**src/hw/rtl/chd_pkg.sv**
```systemverilog
// Package for the cartridge header decoder: codes, constants, result type and
// the type-byte and RAM-size decode functions. No dependencies.

package chd_pkg;

  // Header address map (9-bit addresses)
  localparam logic [8:0] LogoHashFirst = 9'h11C;
  localparam logic [8:0] LogoHashLast  = 9'h133;
  localparam logic [8:0] SumFirst      = 9'h134;
  localparam logic [8:0] SumLast       = 9'h14C;
  localparam logic [8:0] AddrColour    = 9'h143;
  localparam logic [8:0] AddrType      = 9'h147;
  localparam logic [8:0] AddrRomCode   = 9'h148;
  localparam logic [8:0] AddrRamCode   = 9'h149;
  localparam logic [8:0] AddrChecksum  = 9'h14D;

  localparam logic [31:0] FnvBasis     = 32'h811C_9DC5;
  localparam logic [31:0] FnvPrime     = 32'h0100_0193;
  localparam logic [31:0] LogoHashGood = 32'h9FD2_0031;

  localparam logic [7:0] ColourFlagOnly = 8'hC0;
  localparam logic [7:0] ColourFlagBoth = 8'h80;
  localparam logic [7:0] RomCodeMax     = 8'd8;
  localparam logic [7:0] RamCodeMax     = 8'd5;
  localparam logic [17:0] Mbc2RamBytes  = 18'h200;

  typedef enum logic [1:0] {
    CFG_CONSOLE_SELECT   = 2'd0,
    CFG_MULTICART_ENABLE = 2'd1,
    CFG_LOADED_ROM_BANKS = 2'd2
  } cfg_idx_e;

  typedef enum logic [1:0] {
    SEL_BY_HEADER = 2'd0,
    SEL_MONO      = 2'd1,
    SEL_COLOUR    = 2'd2
  } console_sel_e;

  typedef enum logic [2:0] {
    KIND_NONE      = 3'd0,
    KIND_MBC1      = 3'd1,
    KIND_MBC1_MULT = 3'd2,
    KIND_MBC2      = 3'd3,
    KIND_MBC3      = 3'd4,
    KIND_MBC5      = 3'd5
  } kind_e;

  typedef enum logic [2:0] {
    STAT_OK          = 3'd0,
    STAT_BAD_RAM     = 3'd1,
    STAT_UNSUPPORTED = 3'd2,
    STAT_UNKNOWN     = 3'd3,
    STAT_BAD_ROM     = 3'd4
  } status_e;

  typedef struct packed {
    status_e status;
    kind_e   kind;
    logic    ram;
    logic    clk;
    logic    rum;
  } type_dec_t;

  // Cartridge type byte to controller kind and features
  function automatic type_dec_t decode_type(input logic [7:0] t);
    type_dec_t d;
    d = '{status: STAT_OK, kind: KIND_NONE, ram: 1'b0, clk: 1'b0, rum: 1'b0};
    case (t)
      8'h00: ;
      8'h01: d.kind = KIND_MBC1;
      8'h02, 8'h03: begin
        d.kind = KIND_MBC1;
        d.ram  = 1'b1;
      end
      8'h05: d.kind = KIND_MBC2;
      8'h06: begin
        d.kind = KIND_MBC2;
        d.ram  = 1'b1;
      end
      8'h08, 8'h09: d.ram = 1'b1;
      8'h0F: begin
        d.kind = KIND_MBC3;
        d.clk  = 1'b1;
      end
      8'h10: begin
        d.kind = KIND_MBC3;
        d.ram  = 1'b1;
        d.clk  = 1'b1;
      end
      8'h11: d.kind = KIND_MBC3;
      8'h12, 8'h13: begin
        d.kind = KIND_MBC3;
        d.ram  = 1'b1;
      end
      8'h19: d.kind = KIND_MBC5;
      8'h1A, 8'h1B: begin
        d.kind = KIND_MBC5;
        d.ram  = 1'b1;
      end
      8'h1C: begin
        d.kind = KIND_MBC5;
        d.rum  = 1'b1;
      end
      8'h1D, 8'h1E: begin
        d.kind = KIND_MBC5;
        d.ram  = 1'b1;
        d.rum  = 1'b1;
      end
      8'h0B, 8'h0C, 8'h0D, 8'h20, 8'h22, 8'hFC, 8'hFD, 8'hFE, 8'hFF:
        d.status = STAT_UNSUPPORTED;
      default: d.status = STAT_UNKNOWN;
    endcase
    return d;
  endfunction

  // RAM size code to bytes; codes above five give zero here
  function automatic logic [17:0] ram_code_to_bytes(input logic [2:0] code);
    logic [17:0] r;
    case (code)
      3'd1:    r = 18'h0_0800;
      3'd2:    r = 18'h0_2000;
      3'd3:    r = 18'h0_8000;
      3'd4:    r = 18'h2_0000;
      3'd5:    r = 18'h1_0000;
      default: r = 18'h0_0000;
    endcase
    return r;
  endfunction

endpackage

```
**src/hw/rtl/cartridge_header_decoder.sv**
```systemverilog
// Cartridge header decoder top level: hashes, checksums and decodes a header
// byte stream into one result per header. Depends on chd_pkg.
//
// Channel  | Direction | Handshake                | Moves
// ---------+-----------+--------------------------+--------------------------------
// in       | input     | in_valid_i / in_stall_o  | one header byte and its address
// out      | output    | out_valid_o / out_stall_i| one decoded header result
// cfg      | input     | cfg_we_i                 | one register write, no wait
//
// Cycles: one byte transfer per cycle, unless a final byte is stalled; a byte
// is held in the input register, where hash, sum and captures update and, on the
// final byte, the header is decoded into the result register.
// Result: the result register loads when the final byte leaves the input
// register, and the result is offered on out_valid_o until it transfers.
// Reset: clears pipeline valids, config registers and header state (hash to
// the FNV basis, sum and captures to zero).
// Stalls: only a final byte waits, and only while the result register is held.

module cartridge_header_decoder
  import chd_pkg::*;
(
  input  logic                  clk_i,
  input  logic                  rst_ni,
  // configuration
  input  logic                  cfg_we_i,
  input  logic [1:0]            cfg_index_i,
  input  logic [9:0]            cfg_data_i,
  // byte stream
  input  logic                  in_valid_i,
  output logic                  in_stall_o,
  input  logic [8:0]            byte_address_i,
  input  logic [7:0]            byte_value_i,
  input  logic                  final_byte_i,
  // result
  output logic                  out_valid_o,
  input  logic                  out_stall_i,
  output logic                  console_is_colour_o,
  output logic                  colour_mode_o,
  output logic [9:0]            rom_bank_count_o,
  output logic [17:0]           ram_bytes_o,
  output logic [2:0]            controller_kind_o,
  output logic                  has_ext_ram_o,
  output logic                  has_clock_o,
  output logic                  has_rumble_o,
  output logic [2:0]            status_o,
  output logic                  size_mismatch_o,
  output logic                  logo_mismatch_o,
  output logic                  checksum_mismatch_o
);

  // ---------------------------------------------------------------------------
  // Configuration registers
  // ---------------------------------------------------------------------------
  logic [1:0] console_select_q;
  logic       multicart_enable_q;
  logic [9:0] loaded_rom_banks_q;

  always_ff @(posedge clk_i or negedge rst_ni) begin
    if (!rst_ni) begin
      console_select_q   <= SEL_BY_HEADER;
      multicart_enable_q <= 1'b0;
      loaded_rom_banks_q <= '0;
    end else if (cfg_we_i) begin
      case (cfg_idx_e'(cfg_index_i))
        CFG_CONSOLE_SELECT:   console_select_q   <= cfg_data_i[1:0];
        CFG_MULTICART_ENABLE: multicart_enable_q <= cfg_data_i[0];
        CFG_LOADED_ROM_BANKS: loaded_rom_banks_q <= cfg_data_i;
        default: ; // unmapped index: drop the write
      endcase
    end
  end

  // ---------------------------------------------------------------------------
  // Input register
  // ---------------------------------------------------------------------------
  logic       s1_valid_q;
  logic [8:0] s1_addr_q;
  logic [7:0] s1_value_q;
  logic       s1_final_q;

  logic out_free;   // result register can take a new result this cycle
  logic s1_go;      // byte in the input register is consumed this cycle
  logic in_xfer;

  assign out_free   = !out_valid_o || !out_stall_i;
  // Non-final bytes only touch header state, so they never wait.
  assign s1_go      = s1_valid_q && (!s1_final_q || out_free);
  assign in_stall_o = s1_valid_q && !s1_go;
  assign in_xfer    = in_valid_i && !in_stall_o;

  always_ff @(posedge clk_i or negedge rst_ni) begin
    if (!rst_ni) begin
      s1_valid_q <= 1'b0;
    end else if (in_xfer) begin
      s1_valid_q <= 1'b1;
    end else if (s1_go) begin
      s1_valid_q <= 1'b0;
    end
  end

  always_ff @(posedge clk_i) begin
    if (in_xfer) begin
      s1_addr_q  <= byte_address_i;
      s1_value_q <= byte_value_i;
      s1_final_q <= final_byte_i;
    end
  end

  // ---------------------------------------------------------------------------
  // Header state: running hash, running checksum and captured bytes
  // ---------------------------------------------------------------------------
  logic [31:0] logo_hash_q, logo_hash_d;
  logic [7:0]  running_sum_q, running_sum_d;
  logic [7:0]  colour_flag_q, colour_flag_d;
  logic [7:0]  type_byte_q, type_byte_d;
  logic [7:0]  rom_code_q, rom_code_d;
  logic [7:0]  ram_code_q, ram_code_d;
  logic [7:0]  stored_sum_q, stored_sum_d;

  logic        in_hash_range, in_sum_range;
  logic [31:0] hash_mix;

  assign in_hash_range = (s1_addr_q >= LogoHashFirst) && (s1_addr_q <= LogoHashLast);
  assign in_sum_range  = (s1_addr_q >= SumFirst) && (s1_addr_q <= SumLast);
  assign hash_mix      = logo_hash_q ^ {24'h0, s1_value_q};

  // Fold the byte held in the input register into the header state.
  always_comb begin
    logo_hash_d   = logo_hash_q;
    running_sum_d = running_sum_q;
    colour_flag_d = colour_flag_q;
    type_byte_d   = type_byte_q;
    rom_code_d    = rom_code_q;
    ram_code_d    = ram_code_q;
    stored_sum_d  = stored_sum_q;
    // FNV-1a step: multiply by a constant, i.e. a short shift-add tree
    if (in_hash_range) begin
      logo_hash_d = 32'(hash_mix * FnvPrime);
    end
    if (in_sum_range) begin
      running_sum_d = running_sum_q - 8'(s1_value_q + 8'd1);
    end
    case (s1_addr_q)
      AddrColour:   colour_flag_d = s1_value_q;
      AddrType:     type_byte_d   = s1_value_q;
      AddrRomCode:  rom_code_d    = s1_value_q;
      AddrRamCode:  ram_code_d    = s1_value_q;
      AddrChecksum: stored_sum_d  = s1_value_q;
      default: ;
    endcase
  end

  // Advance on every consumed byte; the final byte returns state to reset.
  always_ff @(posedge clk_i or negedge rst_ni) begin
    if (!rst_ni) begin
      logo_hash_q   <= FnvBasis;
      running_sum_q <= '0;
      colour_flag_q <= '0;
      type_byte_q   <= '0;
      rom_code_q    <= '0;
      ram_code_q    <= '0;
      stored_sum_q  <= '0;
    end else if (s1_go) begin
      if (s1_final_q) begin
        logo_hash_q   <= FnvBasis;
        running_sum_q <= '0;
        colour_flag_q <= '0;
        type_byte_q   <= '0;
        rom_code_q    <= '0;
        ram_code_q    <= '0;
        stored_sum_q  <= '0;
      end else begin
        logo_hash_q   <= logo_hash_d;
        running_sum_q <= running_sum_d;
        colour_flag_q <= colour_flag_d;
        type_byte_q   <= type_byte_d;
        rom_code_q    <= rom_code_d;
        ram_code_q    <= ram_code_d;
        stored_sum_q  <= stored_sum_d;
      end
    end
  end

  // ---------------------------------------------------------------------------
  // Header decode, from the state including the final byte
  // ---------------------------------------------------------------------------
  logic        flag_colour;
  logic        colour;
  logic        mode;
  type_dec_t   tdec;
  status_e     status;
  logic        ok;
  kind_e       kind;
  logic [9:0]  banks;
  logic [17:0] ramb;

  assign flag_colour = (colour_flag_d == ColourFlagOnly) || (colour_flag_d == ColourFlagBoth);

  always_comb begin
    case (console_sel_e'(console_select_q))
      SEL_BY_HEADER: colour = flag_colour;
      SEL_MONO:      colour = 1'b0;
      SEL_COLOUR:    colour = 1'b1;
      default:       colour = 1'b1; // code three acts as colour
    endcase
  end

  assign mode = colour && flag_colour;
  assign tdec = decode_type(type_byte_d);

  // ROM code error ranks above RAM code error, which ranks above the type
  always_comb begin
    if (rom_code_d > RomCodeMax) begin
      status = STAT_BAD_ROM;
    end else if (ram_code_d > RamCodeMax) begin
      status = STAT_BAD_RAM;
    end else begin
      status = tdec.status;
    end
  end

  assign ok = (status == STAT_OK);

  always_comb begin
    kind = tdec.kind;
    if (kind == KIND_MBC1 && multicart_enable_q) begin
      kind = KIND_MBC1_MULT;
    end
    ramb = ram_code_to_bytes(ram_code_d[2:0]);
    if (tdec.kind == KIND_MBC2 && tdec.ram) begin
      ramb = Mbc2RamBytes;
    end
  end

  // Code is at most eight when status is ok, so the shift stays within 10 bits
  assign banks = 10'd2 << rom_code_d[3:0];

  // ---------------------------------------------------------------------------
  // Result register
  // ---------------------------------------------------------------------------
  logic        res_load;
  logic        out_valid_q;
  logic        colour_q, mode_q;
  logic [9:0]  banks_q;
  logic [17:0] ramb_q;
  kind_e       kind_q;
  logic        ram_q, clk_q, rum_q;
  status_e     status_q;
  logic        szm_q, logom_q, csm_q;

  assign res_load = s1_go && s1_final_q;

  always_ff @(posedge clk_i or negedge rst_ni) begin
    if (!rst_ni) begin
      out_valid_q <= 1'b0;
    end else if (res_load) begin
      out_valid_q <= 1'b1;
    end else if (!out_stall_i) begin
      out_valid_q <= 1'b0;
    end
  end

  // Hold while stalled; on error zero everything but console, mode and status.
  always_ff @(posedge clk_i) begin
    if (res_load) begin
      colour_q <= colour;
      mode_q   <= mode;
      status_q <= status;
      banks_q  <= ok ? banks : '0;
      ramb_q   <= ok ? ramb : '0;
      kind_q   <= ok ? kind : KIND_NONE;
      ram_q    <= ok && tdec.ram;
      clk_q    <= ok && tdec.clk;
      rum_q    <= ok && tdec.rum;
      szm_q    <= ok && (loaded_rom_banks_q != banks);
      logom_q  <= ok && !colour && (logo_hash_d != LogoHashGood);
      csm_q    <= ok && (running_sum_d != stored_sum_d);
    end
  end

  assign out_valid_o         = out_valid_q;
  assign console_is_colour_o = colour_q;
  assign colour_mode_o       = mode_q;
  assign rom_bank_count_o    = banks_q;
  assign ram_bytes_o         = ramb_q;
  assign controller_kind_o   = kind_q;
  assign has_ext_ram_o       = ram_q;
  assign has_clock_o         = clk_q;
  assign has_rumble_o        = rum_q;
  assign status_o            = status_q;
  assign size_mismatch_o     = szm_q;
  assign logo_mismatch_o     = logom_q;
  assign checksum_mismatch_o = csm_q;

  // ---------------------------------------------------------------------------
  // Assertions
  // ---------------------------------------------------------------------------
  // Only a final byte facing a held result may stall the byte stream.
  a_stall_cause: assert property (@(posedge clk_i) disable iff (!rst_ni)
    in_stall_o |-> (s1_final_q && out_valid_o && out_stall_i))
    else $error("byte stream stalled without a held result");

  // A consumed final byte leaves the header state at its reset values.
  a_state_clear: assert property (@(posedge clk_i) disable iff (!rst_ni)
    res_load |=> (logo_hash_q == FnvBasis && running_sum_q == 8'd0 && type_byte_q == 8'd0))
    else $error("header state not cleared after final byte");

  // An error result carries no geometry, controller or warnings.
  a_error_zero: assert property (@(posedge clk_i) disable iff (!rst_ni)
    (out_valid_o && status_o != STAT_OK) |->
      (rom_bank_count_o == 10'd0 && ram_bytes_o == 18'd0 &&
       controller_kind_o == KIND_NONE && !size_mismatch_o &&
       !logo_mismatch_o && !checksum_mismatch_o))
    else $error("error result carries decoded fields");

  // A good result has a single power-of-two bank count.
  a_banks_pow2: assert property (@(posedge clk_i) disable iff (!rst_ni)
    (out_valid_o && status_o == STAT_OK) |-> $onehot(rom_bank_count_o))
    else $error("bank count not a power of two");

  // Color game mode requires the color console; the logo is checked only on mono.
  a_mode_console: assert property (@(posedge clk_i) disable iff (!rst_ni)
    out_valid_o |-> ((!colour_mode_o || console_is_colour_o) &&
                     (!logo_mismatch_o || !console_is_colour_o)))
    else $error("mode or logo flag inconsistent with console");

endmodule
```
**config.mk**
```make
export PLATFORM = sky130hd
export DESIGN_NAME = cartridge_header_decoder
export DESIGN_NICKNAME = d
export VERILOG_FILES = /design/src/hw/rtl/chd_pkg.sv /design/src/hw/rtl/cartridge_header_decoder.sv
export SDC_FILE = /design/constraint.sdc
export NUM_CORES = 1
export LEC_CHECK = 0
export ABC_AREA = 1
export BUFFER_PORTS_ARGS = -buffer_cell sky130_fd_sc_hd__buf_4
export CAP_MARGIN = 20
export CORE_UTILIZATION = 40
export CTS_CLUSTER_DIAMETER = 80
export DETAILED_ROUTE_END_ITERATION = 6
export GPL_TIMING_DRIVEN = 0
export RECOVER_POWER = 100
export SLEW_MARGIN = 0
export SYNTH_ARGS = -nofsm -noshare
export SYNTH_HDL_FRONTEND = slang
export SYNTH_SLANG_ARGS = --single-unit
```
**constraint.sdc**
```tcl
create_clock -name clk_i -period 7.2 [get_ports clk_i]
set_clock_uncertainty 0.05 [all_clocks]
set_input_delay 0.36 -clock clk_i [delete_from_list [all_inputs] [get_ports clk_i]]
set_output_delay 0.36 -clock clk_i [all_outputs]
set_load 0.02 [all_outputs]
```
; Yosys cells after proc, flatten, opt, wreduce, memory -nomap -nowiden
; Cells that the tools add are included.
[totals]
reg_bits = 155
inputBits = 35
output_inout_bits = 44
word_cells = 162
[classes]
n_addsub = 2
multipliers = 1
n_lt_le_gt_ge = 6
eq_ne = 48
n_shift = 1
mux = 29
n_bitwise = 2
reduce_logical = 44
[ops]
columns = cell, count
row1 = 8-bit 2-to-1 mux, 12
row2 = 18-bit case mux with 5 select lines, 1
row3 = "8-bit by 5-bit == test with 1-bit output, second input constant", 10
row4 = 32-bit 2-to-1 mux, 2
row5 = "8-bit by 4-bit == test with 1-bit output, second input constant", 6
row6 = "8-bit == test, second input constant", 6
row7 = "9-bit == test, second input constant", 5
row8 = "32-bit by 25-bit multiplier with 32-bit output, second input constant", 1
row9 = "32-bit != test, second input constant", 1
row10 = 32-bit by 8-bit bitwise XOR with 32-bit output, 1
row11 = 19-bit OR reduction, 1
row12 = "9-bit >= comparator, second input constant", 2
row13 = "9-bit less-or-equal comparator, second input constant", 2
row14 = "8-bit by 2-bit == test with 1-bit output, second input constant", 2
row15 = "8-bit by 3-bit == test with 1-bit output, second input constant", 2
row16 = "8-bit by 6-bit == test with 1-bit output, second input constant", 2
row17 = 1-bit logical AND, 16
row18 = 3-bit case mux with 4 select lines, 1
row19 = 12-bit OR reduction, 1
row20 = 10-bit 2-to-1 mux, 1
row21 = 10-bit != test, 1
row22 = "2-bit by 4-bit left shift with 10-bit output, first input constant", 1
row23 = "3-bit by 2-bit == test with 1-bit output, second input constant", 3
row24 = 9-bit OR reduction, 1
row25 = other kinds (28), 52

; Depth between registers and ports, before layout
[logic_depth]
depth_word = 10
ltp_mapped = 32
ltp_nobuf = 32

; Worst setup path before layout
; OpenSTA, ideal clock, no wires.
[synth_path]
path_type = register to register
from = reg s1_value_q[7]
to = reg logom_q (netlist: logo_mismatch_o), data pin
setup_time_ns = 0.249
t_arrival_ns = 5.016
t_required_ns = 6.901
setup_slack_ns = 1.885
path_stages_with_launch = 28
n_path_buf = 1
synth_period_minus_slack_ns = 5.315
path_cell_list = edfxtp_1 clkbuf_1 xor2_1 ha_1 ha_1 fa_1 ha_1 fa_1 ha_1 inv_1 fa_1 inv_1 ha_1 nand2_1 nor2_1 inv_1 nor2_1 nand4_1 nand3_1 nand2_1 nand3_1 nand2_1 nor2_1 nand2_1 nor2_1 nand4_1 nand2_1 inv_1
[synth_via]
elab_chain_len = 9
word_cells_on_any_way = 51
classes_between = 1 x mul / 2 x order compare / 30 x eq/ne / 9 x mux / 1 x bitwise / 8 x reduce/logical
[synth_rtl]
columns = element, line_no
row1 = "start, declared", cartridge_header_decoder.sv:78  ; logic [7:0] s1_value_q;
row2 = "start signal, assigned", cartridge_header_decoder.sv:104  ; s1_value_q <= byte_value_i;
row3 = "parallel branches: the longest is 8 deep, another holds 32-bit by 25-bit multiplier with 32-bit output", -
row4 = 1-bit logical AND (*), cartridge_header_decoder.sv:276  ; logom_q <= ok && !colour && (logo_hash_d != LogoHashGood);
row5 = "end signal, assigned", cartridge_header_decoder.sv:276
row6 = "end, declared", cartridge_header_decoder.sv:249  ; logic szm_q, logom_q, csm_q;
; Mark *: on every way between the ends.
; A chain may end at the register's enable or synchronous reset.

; Worst setup path in the final report
; Ends and elaborated chain as after synthesis.

==> impl_metrics.toml <==
[cells_and_area]
drive_gt1_share_pct = 6.83
antenna_cells = 0
fin_nets = 2149
final_area_sq_mm = 0.0154
area_growth_pct = 10.9

[worst_setup_path]
cp.arrival_ns = 6.90
crit_path_end = "logo_mismatch_o"
worstSetupEndpointType = "register"
r2r_start = "s1_value_q[7]"
r2r_cells = 27
reg2reg_setup_slack_ns = 0.43
required_ns = 7.33
r2r_end = "logo_mismatch_o"
worstSetupStartpointType = "register"
path_max_fanout = 7
crit_start = "s1_value_q[7]"
path_class = "reg -> reg"

[clocking]
root_buffer = "clkbuf_16"
cts.reportedPaths.clkPinSlew_ns = 0.06
cts.sinks = 141
insertion_delay_ns = 0.43
clk_path_buf_depth = 2
cts_tree = "done"
htreeDepth = 4
cts-buffers-inserted = 17

[routing]
vias_per_cell = 4.96
route.met3.wl_um = 1580
routed_wl_um = 34800
ant_nets = 0
wl_per_cell_um = 15.1
wl_met1_um = 16700
vias = 11445
drc = 0
routed.top_layer = "met4"
drtIter0Drc = 702
firstDrtPassIters = 5
met2WireLength_um = 15600

[global_route]
grt_pass1_vias = 10873
grt_pass1_wl_um = 56200
grt_start_max_net_pins = 63
antenna_found_initial = 0
grt_util_all_layers_pct = 20.2
grt_overflow = 0

[synthesis]
synth_fa_ha_area_share_pct = 28.1
synth.avg_cell_area_sq_um = 7.94
ys_seq_area_share_pct = 27.3
ys.flop_type = "dfrtp_1"
synth-simple-area-share_pct = 20.4
ys_types = 50
synth-seq-cells = 141
synthArstFlopShare_pct = 66.7
synthCells = 1747
synth_compound_area_share_pct = 8.80
synthXorXnorAreaFrac_pct = 2.59
synth_top_family_by_area = "adder cells"
syn_area_sq_mm = 0.0139
synth_edf_count = 47
ys_warn_count = 0
synthMuxAreaShare_pct = 0.640

[sta]
max_freq_mhz = 148
finalSetupTns_ns = 0
rsz0062_at_grt = "no"
hold_viol = 0
fin_crit_ns = 6.77
maxSlewHeadroom_pct = -125
setup_viol_count_final = 0
slew_violations = 97
worst_pin_slew_ns = 3.37
post-route-period-util_pct = 94.0

[floorplan]
io_pins = 79
dieArea_sq_mm = 0.0354
die_w_um = 188
rows = 67
core_sq_mm = 0.0339
start_util_pct = 41.0
die_h_um = 188

[place]
place_area_sq_mm = 0.0150
dp_hpwl_um = 28400
numPortBuffers = 65
place_congestion = 0.918

[outcome]
outcome = "finished with violations"
failed_checks = "capacitance limit, slew limit"

[hold_path]
min_path_type = "in -> reg"

[run]
timing.max_cap.violations = 2
[flip-flops by register name (all words and copies together) (netlist names), 2 cells and up]
signal,count
stored_sum_q,8
console_select_q,2
ram_code_q,8
controller_kind_o,3
s1_addr_q,9
ram_bytes_o,6
loaded_rom_banks_q,10
status_o,3
colour_flag_q,7
running_sum_q,8
rom_bank_count_o,9
logo_hash_q,32
type_byte_q,8
s1_value_q,8
rom_code_q,8
[critical path, cell delays in order, from the launching register on]
cell	delay (ns)
edfxtp_1	0.32
clkbuf_1	0.46
xor2_1	0.75
ha_1	0.38
ha_1	0.30
fa_1	0.49
ha_1	0.22
fa_1	0.48
ha_1	0.28
inv_1	0.05
fa_1	0.53
inv_1	0.04
ha_1	0.35
nand2_1	0.12
nor2_1	0.13
inv_1	0.08
nor2_1	0.24
nand4_1	0.19
nand3_1	0.12
nand2_1	0.06
nand3_1	0.15
nand2_1	0.10
nor2_1	0.14
nand2_1	0.07
nor2_1	0.09
nand4_1	0.19
nand2_1	0.10
inv_1	0.04
[worst min path at each step]
stage	from	to	slack [ns]	depth (start not counted)
floorplan	rst_ni	colour_flag_q[0]	0.01	0
global placement	colour_flag_q[3]	colour_flag_q[3]	0.42	2
detailed placement	rst_ni	ram_code_q[2]	0.31	1
CTS	byte_value_i[2]	s1_value_q[2]	0.05	1
global route	byte_address_i[4]	s1_addr_q[4]	0.06	1
finish	byte_value_i[3]	s1_value_q[3]	0.08	1
[metrics by stage]
step	worst slack, ns	util, %	cells	hold WS [ns]
after floorplan	1.89	-	1759	0.0144
after global placement	0.468	44.2	2272	0.418
after detailed placement	0.456	44.3	2274	0.308
after CTS	0.469	46.2	2307	0.0463
after global routing	0.110	45.4	2308	0.0632
final	0.432	45.4	2308	0.0792
[layout by cell type, fill, tap and decap left out, drive strengths merged, types with 14 or more instances in the layout]
cell type,Yosys,layout
a21oi,56,56
buf,19,30
clkbuf,24,100
dfrtp,80,80
dfstp,14,14
edfxtp,47,47
fa,75,75
ha,192,192
inv,386,387
nand2,390,390
nand3,83,83
nand4,25,25
nor2,121,121
nor3,20,20
o21ai,79,79
o22ai,46,46
xor2,30,30
[cells by family (layout without fill, tap and decap cells)]
| group | after synthesis | count (layout) |
|---|---|---|
| simple gates | 656 | 656 |
| buf+inv | 429 | 530 |
| fa+ha+maj | 267 | 267 |
| compound gates | 204 | 204 |
| flops | 141 | 141 |
| xor+xnor | 41 | 41 |
| mux | 8 | 8 |
| other cells | 1 | 13 |
[Yosys cell counts, types with 3 or more instances]
library cell  count  area share (%)
a21oi_1          50             1.8
o21ai_1           6            0.22
edfxtp_1         47              10
inv_1           378              10
nand2_1         382              10
o21bai_1          3            0.16
nand3b_1         12            0.65
o21ai_0          68             2.5
nor2_1          108             2.9
nand3_1          81             2.9
dfstp_2          14             2.7
ha_1            192              17
o21a_1            3            0.16
dfrtp_1          80              14
nor2_2            8            0.36
nor3_1           19            0.69
o21ai_2           3            0.19
nand2_2           6            0.27
xnor2_1          11            0.69
clkbuf_1         24            0.65
mux2_2            7            0.57
nand4_1          25             1.1
nor2_4            4            0.32
buf_4            14            0.76
xor2_1           30             1.9
a21oi_2           4            0.25
fa_1             75              11
a22o_1           12            0.76
o22ai_1          46             2.1
inv_2             8            0.22
[cell type report]
class	count	area (sq um)
well taps	448	561
clock inverters	13	190
flip-flops and latches	141	3780
multi-input cells	1189	8350
fillers	3456	18500
plain buffers	43	219
clock buffers	19	443
repair buffers	69	389
inverters	386	1450
[timing repair]
item | 4_1_cts | 5_1_grt
gates resized for setup | 0 | 0
hold buffers | 1 | 0
setup buffers | 0 | 0
endpoints found under the hold margin | 23 | 0
[metal layers]
metal	track usage [%]	vias to the layer above
met1	28.9	5382
li1	-	5742
met3	2.50	45
met4	6.38	0
met2	31.8	276
met5	0	-
Power is left out: the tool's default activity adds up to more than one toggle a clock period on the data nets, which glitch-free logic cannot reach.
